<file path="config.mk">
export PLATFORM = sky130hd
export DESIGN_NAME = pbd_delay
export DESIGN_NICKNAME = d
export VERILOG_FILES = /design/src/hdl/pbd_delay.sv
export SDC_FILE = /design/constraint.sdc
export NUM_CORES = 1
export LEC_CHECK = 0
export BUFFER_PORTS_ARGS = -buffer_cell sky130_fd_sc_hd__buf_4
export CAP_MARGIN = 40
export CORE_UTILIZATION = 26
export DETAILED_ROUTE_END_ITERATION = 8
export GPL_TIMING_DRIVEN = 0
export REMOVE_ABC_BUFFERS = 1
export SLEW_MARGIN = 20
export SYNTH_ARGS = -nofsm -noshare
export SYNTH_HDL_FRONTEND = slang
export SYNTH_SLANG_ARGS = --single-unit
</file>
<file path="constraint.sdc">
create_clock -name clk -period 0.8 [get_ports clk]
set_input_delay 0.08 -clock clk [delete_from_list [all_inputs] [get_ports clk]]
set_output_delay 0.08 -clock clk [all_outputs]
set_load 0.05 [all_outputs]
</file>
<file path="src/hdl/pbd_delay.sv">
`timescale 1ns / 1ps

module pbd_delay #(
  parameter int WIDTH = 8,
  parameter int DEPTH = 2
) (
  input  logic             clk,
  input  logic [WIDTH-1:0] din,
  output logic [WIDTH-1:0] dout
);

  logic [WIDTH-1:0] line [DEPTH];

  always_ff @(posedge clk) begin
    line[0] <= din;
    for (int i = 1; i < DEPTH; i++) begin
      line[i] <= line[i-1];
    end
  end

  assign dout = line[DEPTH-1];

endmodule

</file>
======== Word-level counts from Yosys, hierarchy flattened ========
Memories as Yosys holds them, arrays and structs flattened.
Cells that the tools add are included.
storage, ports and cells
  memory bits (writable) .................. 16
  input bits .............................. 9
  flip-flop bits (word level) ............. 0
  logic and storage cells ................. 1
  memories kept ........................... 1
  output and inout bits ................... 8
memories
  memory  depth  width  rd ports  clocked after Yosys merged registers in  write ports  line  source
  line    2      8      2         0                                        2            12    logic [WIDTH-1:0] line [DEPTH];

======== Longest topological paths before layout ========
  depth in word-level cells ............... 0
  mapped depth ............................ 1

======== Worst setup path before layout ========
No wires, ideal clock.
  kind .................................... register to output
  start point ............................. memory line[1][0], in the netlist line[0][8]
  end point ............................... output port dout[0]
  required time ........................... 0.720 ns
  path slack .............................. 0.255 ns
  arrival time ............................ 0.465 ns
  buffers on the path ..................... 1
  stages on the path, launching flop included .. 2
  cell sequence ........................... dfxtp_1 -> buf_4
RTL lines
  element      line  source
  from (decl)  12
  to (decl)    9     output logic [WIDTH-1:0] dout

==> summary.md <==
| Metric | Value |
|---|---|
| Crit path DAT | 760 ps |
| Fin crit share | 105% |
| Antenna violations before repair | 0 |
| Startpoint Class | flip-flop |
| Average wire per standard cell | 8.07 um |
| Reg2Reg Depth | 0 |
| Total setup buffers inserted after CTS | 0 |
| DRC Markers | 0 |
| Setup violators final | 8 |
| Max Root-Sink Buffers | 2 |
| Multi-input gates | 0 |
| Post-Synth XOR/XNOR Area | 0% |
| Crit Path Class | reg2out |
| Total GRT Usage | under 10% |
| P_leak | 0.287 nW |
| Port-buffer cells | 16 |
| Number of global-route vias before repair | 201 |
| Post-DP Area | 459 um^2 |
| Failing checks | negative setup slack |
| Ys Warns | 0 |
| PwrDens | 2420 mW/mm^2 |
| Worst hold path depth | 0 |
| GPL Wtd Cong | 0.552 |
| # clock sinks | 16 |
| Rows | 13 |
| Non-filler instance count after layout | 59 |
| 1st-pass router iterations | 4 |
| Max stage delay on crit path | 350 ps |
| Multiplexer area fraction after synthesis | 0% |
| Clock skew | 0.351 ps |
| Max-slew violations | 0 |
| Compound-cell area share of the yosys netlist | 0% |
| Setup WS post-layout | -38.4 ps |
| WP data required | 720 ps |
| Initial DRC count | 3 |
| Via density | ~3.5 |
| Peak VDD IR | 0.869 mV |
| Max FO, Critical Path | 1 |
| Final core occ | 48.4% |
| Crit path cell chain | buf_8 |
| Area of the multi-input gates | 0 um^2 |
| CP Depth | 1 |
| Vias | 209 |
| Clock-pin slew on the worst setup and hold paths | 90 ps |
| Worst hold path type | reg2reg |
| Cells after DPL | 47 |
| Fmax | 1190 MHz |
| CP delay by family, top | flip-flops |
| Die Area | about 0.0016 mm^2 |
| Mapped Cells | 24 |
| Largest registers | line x16 |
| First-pass GRT wire length | 772 um |
| Share of layout cells above drive strength 1 | between 60% and 70% |
| Layout area overhead | 69.7% |
| CP max-delay cell | dfxtp_2 |
| Design Area, Final | 646 um^2 |
| Final Power | 1.56 mW |
| Biggest register | line |
| Total core area | ~0.0013 mm^2 |
| Max reg flops | 16 |
| Fin nets | 54 |
| Outcome | complete, but fails checks |
| Sequential fraction of the synthesis area | 84.2% |
| Synth Area in Adders | 0% |
| Period minus WS final | 838 ps |
| Number of synthesized register bits | 16 |
| Mapped Area | between 300 and 400 um^2 |
| WHS | approximately 330 ps |
| Fillers | roughly 120 |
| Worst path bufs/invs | 1 |
| Number of CTS-inserted buffers | 3 |
| Unrepaired setup endpoints after global routing | yes |
| Simple-gate share of the synthesized area | 0% |
| IO Count | 17 |
| Worst-skew pair later-pin latency | 270 ps |
| TritonCTS clock tree | built |
| DRT Wirelength | 476 um |
| Max-Cap Viols | 0 |
| Die Y | 40.3 um |
| Largest family of logic cells by synthesized area | buffers and inverters |
| N_diodes | 0 |
| Syn avg cell area | 15.8 um^2 |
| Final ANT Viol Nets | 0 |
| Initial core utilization | 28.5% |
| Root buffer cell | clkbuf_4 |
| Largest net degree at the start of global routing | 10 |
| Slew headroom | 94.3% |
| H-tree depth reported by CTS | 1 |
| Fin. Hold Viols | 0 |
| Worst setup EP type | primary output |
| Gr ovfl total | 0 |
| Die Width | around 40 um |
| Distinct cells, synth | 2 |
| Worst slew pin tran | 85.9 ps |
## layout by cell type (no fill, tap or decap), drive strengths merged
cell type    synthesis  routed
clkbuf               0       4
dlygate4sd3          0       8
dfxtp               16      16
buf                  8      16
## layer usage
metal | global-route usage, % | vias to the layer above | wire length, um
met5 | 0 | - | 0
met4 | 5.00 | 0 | 7
met3 | 3.33 | 2 | 44
met2 | 10.5 | 9 | 235
met1 | 9.56 | 95 | 188
li1 | - | 103 | -
## what timing repair did
item,CTS,global route
setup endpoints to repair,8,8
gates resized for setup,18,6
pin swaps,0,0
endpoints found under the hold margin,8,0
hold buffers,8,0
## logic make-up (layout without fill, tap and decap cells)
family / count (synthesis) / in the layout
buffers and inverters: 8 / 28
DFF: 16 / 16
## per-stage QoR
step	setup slack (ps)	TNS, ps
floorplan	133	0
global placement	246	0
detailed placement	239	0
CTS	-33.5	-246
global route	-76.8	-524
finish	-38.4	-246
## synth_stat cells, drive strengths merged
| library cell | number | area, um^2 |
|---|---|---|
| dfxtp | 16 | 320 |
| buf | 8 | 60.1 |
## final timing paths
path	start	end	slack (ps)
min reg2reg	line[0][2]$_DFF_P_	line[0][10]$_DFF_P_	330
min	line[0][2]$_DFF_P_	line[0][10]$_DFF_P_	330
max reg2reg	line[0][0]$_DFF_P_	line[0][8]$_DFF_P_	390
max	line[0][8]$_DFF_P_	dout[0]	-40
## cell type report
cell class            count  area [um^2]  area share, %
Clock buffer              4         36.3           5.62
Sequential cell          16          330           51.2
Tap cell                 15         18.8           2.91
Timing Repair Buffer     24          260           40.3
## where the power goes
part           internal, mW  leakage, nW  switching, mW
Clock                 0.276       0.0210          0.228
Combinational         0.105        0.131         0.0915
Sequential            0.843        0.135         0.0181
(Power assumes the default switching activity.)
