<file path="src/hdl/pbd_pkg.sv">
`timescale 1ns / 1ps

package pbd_pkg;

  localparam int POS_W     = 32;
  localparam int DIFF_W    = POS_W + 1;
  localparam int SQ_W      = 2 * DIFF_W;
  localparam int ROOT_W    = DIFF_W;
  localparam int MASS_W    = 24;
  localparam int WSUM_W    = MASS_W + 1;
  localparam int REST_W    = 31;
  localparam int STIFF_W   = 17;
  localparam int CFG_IDX_W = 2;
  localparam int NRM_QW    = 31;
  localparam int RAT_QW    = 17;
  localparam int MAG_W     = 34;

  localparam logic [STIFF_W-1:0] STIFF_ONE = 17'd65536;

  typedef enum logic [CFG_IDX_W-1:0] {
    REG_COMPRESS = 2'd0,
    REG_STRETCH  = 2'd1
  } cfg_reg_t;

endpackage

</file>
<file path="src/hdl/pbd_sqrt.sv">
`timescale 1ns / 1ps

module pbd_sqrt (
  input  logic                          clk,
  input  logic [2*pbd_pkg::ROOT_W-1:0]  rad,
  output logic [pbd_pkg::ROOT_W-1:0]    root
);

  import pbd_pkg::*;

  localparam int REM_W = ROOT_W + 2;

  logic [REM_W-1:0]    rm [ROOT_W+1];
  logic [ROOT_W-1:0]   rt [ROOT_W+1];
  logic [2*ROOT_W-1:0] rd [ROOT_W+1];

  assign rm[0] = '0;
  assign rt[0] = '0;
  assign rd[0] = rad;

  for (genvar s = 0; s < ROOT_W; s++) begin : g_step
    logic [REM_W+1:0] cur;
    logic [REM_W+1:0] trial;
    logic             ge;
    assign cur   = {rm[s], rd[s][2*ROOT_W-1 -: 2]};
    assign trial = {2'b00, rt[s], 2'b01};
    assign ge    = (cur >= trial);
    always_ff @(posedge clk) begin
      rm[s+1] <= ge ? REM_W'(cur - trial) : REM_W'(cur);
      rt[s+1] <= {rt[s][ROOT_W-2:0], ge};
      rd[s+1] <= {rd[s][2*ROOT_W-3:0], 2'b00};
    end
  end

  assign root = rt[ROOT_W];

endmodule

</file>
<file path="config.mk">
export PLATFORM = sky130hd
export DESIGN_NAME = pbd_sqrt
export DESIGN_NICKNAME = d
export VERILOG_FILES = /design/src/hdl/pbd_pkg.sv /design/src/hdl/pbd_sqrt.sv
export SDC_FILE = /design/constraint.sdc
export NUM_CORES = 2
export LEC_CHECK = 0
export BUFFER_PORTS_ARGS = -buffer_cell sky130_fd_sc_hd__buf_2
export CORE_UTILIZATION = 38
export DETAILED_ROUTE_END_ITERATION = 8
export PLACE_DENSITY = 0.51
export SYNTH_ARGS = -nofsm -noshare
export SYNTH_HDL_FRONTEND = slang
export SYNTH_SLANG_ARGS = --single-unit
</file>
<file path="constraint.sdc">
create_clock -name clk -period 4.22 [get_ports clk]
set_input_delay 0.422 -clock clk [delete_from_list [all_inputs] [get_ports clk]]
set_output_delay 0.422 -clock clk [all_outputs]
set_load 0.02 [all_outputs]
</file>
After elaboration in Yosys (flattened, before gate mapping)
Cells that the tools add are included.

Bits in registers: 2705. Input port bits: 67.

Add/subtract/negate cells: 32. $lt $le $gt $ge: 33. Muxes and demuxes: 32.

Operators with widths (count): $mux 35 (31); $ge 37x10->1 (1); $ge 37x11->1 (1); $ge 37x12->1 (1); $ge 37x13->1 (1); $ge 37x14->1 (1); $ge 37x15->1 (1); $ge 37x16->1 (1); $ge 37x17->1 (1); $ge 37x18->1 (1); $ge 37x19->1 (1); $ge 37x20->1 (1); $ge 37x21->1 (1); $ge 37x22->1 (1); $ge 37x23->1 (1); $ge 37x24->1 (1); $ge 37x25->1 (1); $ge 37x26->1 (1); $ge 37x27->1 (1); $ge 37x28->1 (1); $ge 37x29->1 (1); $ge 37x3->1 (1); $ge 37x30->1 (1); $ge 37x31->1 (1); 43 further kinds (43).

Depth between registers and ports, before layout
Depth after elaboration: 2. Gate-level depth with buffers: 15. Mapped depth without buffers: 14.

Worst setup path before layout
Ideal clock, no wire load.

Path kind: flip-flop to flip-flop. Start: register rt, in the netlist g_step[28].trial[3]. End: register rm, in the netlist g_step[29].cur[5]. Library setup time: 121 ps. Arrival time: 3202 ps. Required time: 4099 ps. Setup slack: 897 ps. Cell stages (with the launch flop): 13. Path buffers: 1. Period minus slack after synthesis: 3323 ps. Path through: dfxtp_1 -> inv_1 -> ha_1 -> or3_1 -> o2111ai_1 -> nor3_1 -> o21ai_1 -> or3b_1 -> a221o_1 -> a22o_1 -> a21oi_2 -> buf_2 -> mux2_2.

Longest elaborated chain between the ends: 2.

Ends and longest elaborated chain: start: declaration (line pbd_sqrt.sv:14) `logic [ROOT_W-1:0] rt [ROOT_W+1];`; start signal: indexed assignment (line pbd_sqrt.sv:30) `rt[s+1] <= {rt[s][ROOT_W-2:0], ge};`; $sub 35x30->35 / $ge 37x30->1 (equally long branches) (line pbd_sqrt.sv:29, pbd_sqrt.sv:27); $mux 35 * (line pbd_sqrt.sv:29) `rm[s+1] <= ge ? REM_W'(cur - trial) : REM_W'(cur);`; end signal: indexed assignment (line pbd_sqrt.sv:29); end: declaration (line pbd_sqrt.sv:13) `logic [REM_W-1:0] rm [ROOT_W+1];`.

Every way passes the cells marked *; elsewhere a longest branch is shown, timed or not. A chain may end at the register's enable or synchronous reset.

Worst setup path in the final report
Start: register rt, in the netlist g_step[21].trial[8]. End: register rm, in the netlist g_step[22].cur[36].

Longest elaborated chain between the ends: 2.

Ends and longest elaborated chain (line): $sub 35x23->35 / $ge 37x23->1 (equally long branches) (pbd_sqrt.sv:29, pbd_sqrt.sv:27); $mux 35 * (pbd_sqrt.sv:29).

Marks and branches as above.

==> flow_metrics.tcl <==
set metrics [dict create \
    outcome "completed" \
    cp-end-kind "register" \
    tightest_slew_ps 1080 \
    area_growth_pct 15.8 \
    wire_per_inst_um 15.8 \
    start_util_pct 38.3 \
    cts_setup_buffers 0 \
    synth-edff-count 0 \
    min_period_ps 3870 \
    die_h_um 509 \
    yosys-top-cells-area "dfxtp_1 (55%), ha_1 (7.6%), xor2_1 (4.4%)" \
    gp_congestion 0.877 \
    drive_gt1_share_pct 8.06 \
    drc_errors 0 \
    leakage_uw 0.0526 \
    core_area_sq_mm 0.255 \
    hpwlAfterDp_mm 162 \
    slew_violations 0 \
    yosys.area.top_type "dfxtp_1" \
    nets 10559 \
    path_max_fanout 19 \
    ys.flop_type "dfxtp_1" \
    cts.sinks 2684 \
    start_kind "register" \
    hold_start "rad[59]" \
    worstPathArrival_ps 4670 \
    max_freq_ghz 0.258 \
    antenna_found_initial 1 \
    yosysWarnings 0 \
    grt_pass1_vias 65646 \
    setup_violations 0 \
    viasPerCell 4.86 \
    numPortBuffers 99 \
    synthesis.nets 10208 \
    vdd_drop_max_v 0.000441 \
    fin_worst_skew_ps 75.1 \
    critical_path_class "register to register" \
    routed_wl_mm 213 \
    gr-usage-all-layers_pct 16.4 \
    synth_cell_types 95 \
    clk_latency_ps 950 \
    powerDensity_mw_per_mm2 606 \
    grt_max_degree 52 \
    ant_nets 0 \
    clk_pin_slew_ps 60 \
    yosysSeqAreaShare_pct 55.1 \
    row_count 185 \
    gr-total-overflow 0 \
    cts-buffers-inserted 303 \
    hp-class "input port to register" \
    num_io_pins 100 \
    syn_avg_cell_area_sq_um 10.2 \
    synth_top_area_share_pct 55.1 \
    hold_viol 0 \
    async_flop_share_pct 0 \
    grt_pass1_wl_mm 344 \
    worstReg2RegStart "g_step[21].trial[8]" \
    tns_ps 0 \
    netlist_area_sq_mm 0.0975 \
    cap_violations 0 \
    die_area_sq_mm 0.259 \
    max_slew_margin_pct 27.7 \
    startpoint "g_step[21].trial[8]" \
    firstDrtPassIters 6 \
    cts-root-buf "clkbuf_16" \
    ys_ff_latch 2684 \
    die_x_um 509 \
    clockBufferDepth 4 \
    hold_slack_ps 111 \
    cp_data_required_time_ps 5010 \
    syn_inst 9545 \
    period_share_pct 91.8 \
    ctsHtreeMaxLevel 5 \
    num_vias 65562 \
    cts_tree "yes" \
    first_iter_violations 3494 \
    rsz0062_at_grt "false" \
]
==> flip-flops by register name, indices dropped and copies added (netlist names) <==
signal and count:
g_step.cur 1131, g_step.trial 528, rd 992, root 33
==> through the flow <==
| step | util [%] | total power [uW] | std cells | cell area, sq um | setup WS [ps] |
|---|---|---|---|---|---|
| finish | 44.4 | 68400 | 13481 | 113000 | 347 |
| global route | 44.4 | 72200 | 13481 | 113000 | 7.57 |
| CTS | 44.4 | 69500 | 13480 | 113000 | 180 |
| detailed placement | 40.1 | 42700 | 12890 | 102000 | 209 |
| global placement | 40.1 | 42600 | 12890 | 102000 | 181 |
| floorplan | - | 39300 | 9545 | 97500 | 897 |
==> placed cells by master (no fill, tap or decap), types with 85 or more instances in the layout <==
master     instances
nor2_1           598
nand4_1           86
clkbuf_16        312
a21oi_1          607
nor3_1           243
nand3_1          162
xor2_1           486
buf_2             99
o21ai_0          474
mux2_2            85
nor2b_1           93
nor4_1           133
xnor2_1          416
a21o_1           250
or3_1             97
o21a_1           102
ha_1             596
nand2_1          613
dfxtp_1         2684
inv_1            765
nand2b_1          97
==> synth_stat cells, types with 46 or more instances <==
cell type / number
nor4_1: 136
inv_1: 765
or3_1: 97
clkbuf_1: 138
o21a_1: 102
nand2b_1: 97
nor2b_1: 93
or4_1: 73
dfxtp_1: 2684
nor3_1: 244
nand4_1: 86
a21oi_1: 609
xor2_1: 486
ha_1: 596
nand2_1: 613
xnor2_1: 416
or2_2: 46
nand3_1: 162
o21ai_0: 474
o21bai_1: 49
mux2_2: 85
o31ai_1: 49
nor2_1: 598
and3_1: 55
a21o_1: 250
==> final cells by class <==
class,count,area (sq um)
antenna,1,2.50
clock buffer,405,8660
clock inverter,118,1480
fill,24111,142000
inverter,767,2880
multi-input combinational,5924,40400
sequential,2684,53700
tap,3366,4210
timing repair buffer,216,1640
==> repair_timing <==
action / CTS / global route
setup endpoints to repair: 0 / 6
hold endpoints to repair: 67 / 0
gates resized for setup: 0 / 4
hold buffers: 67 / 0
==> power by group <==
part	total [uW]	internal [uW]	switching (uW)
Combinational	9620	4310	5320
Sequential	32600	29400	3230
Clock	26200	16200	9990
Total	68400	49900	18500
==> final timing paths <==
path / slack (ps) / endpoint / depth (start not counted)
worst max-delay path: 350 / g_step[22].cur[36] / 12
worst min-delay path: 110 / rd[2173] / 2
worst max register to register: 350 / g_step[22].cur[36] / 12
worst min register to register: 280 / rd[1888] / 0
==> cells by family after synthesis <==
| kind of cell | Yosys count | synth area share (%) |
|---|---|---|
| AND/OR/NAND/NOR | 2443 | 12.4 |
| other | 1 | 0.00385 |
| adder cells (fa/ha/maj) | 596 | 7.65 |
| flip-flops | 2684 | 55.1 |
| AO/OA/AOI/OAI | 1883 | 12.0 |
| multiplexers | 99 | 1.13 |
| XOR/XNOR | 902 | 8.10 |
| buffers and inverters | 937 | 3.63 |
==> layer usage <==
layer,up-vias,global-route usage [%],share of wire (%)
li1,33391,-,-
met5,-,0,0
met4,0,6.42,3.6
met3,450,2.84,4.1
met1,30510,20.4,45
met2,1211,28.1,48
==> critical path, cell delays in order, from the launching register on <==
cell and delay [ps]:
dfxtp_1 330, inv_1 50, ha_1 370, nand2_1 130, nor4_2 360, a21boi_1 270
a2111oi_0 150, o31ai_2 470, a21bo_2 270, a31oi_4 220, or4_1 730, nor3_1 220
xor2_1 190
No activity file was read; power rests on OpenSTA's default activity.
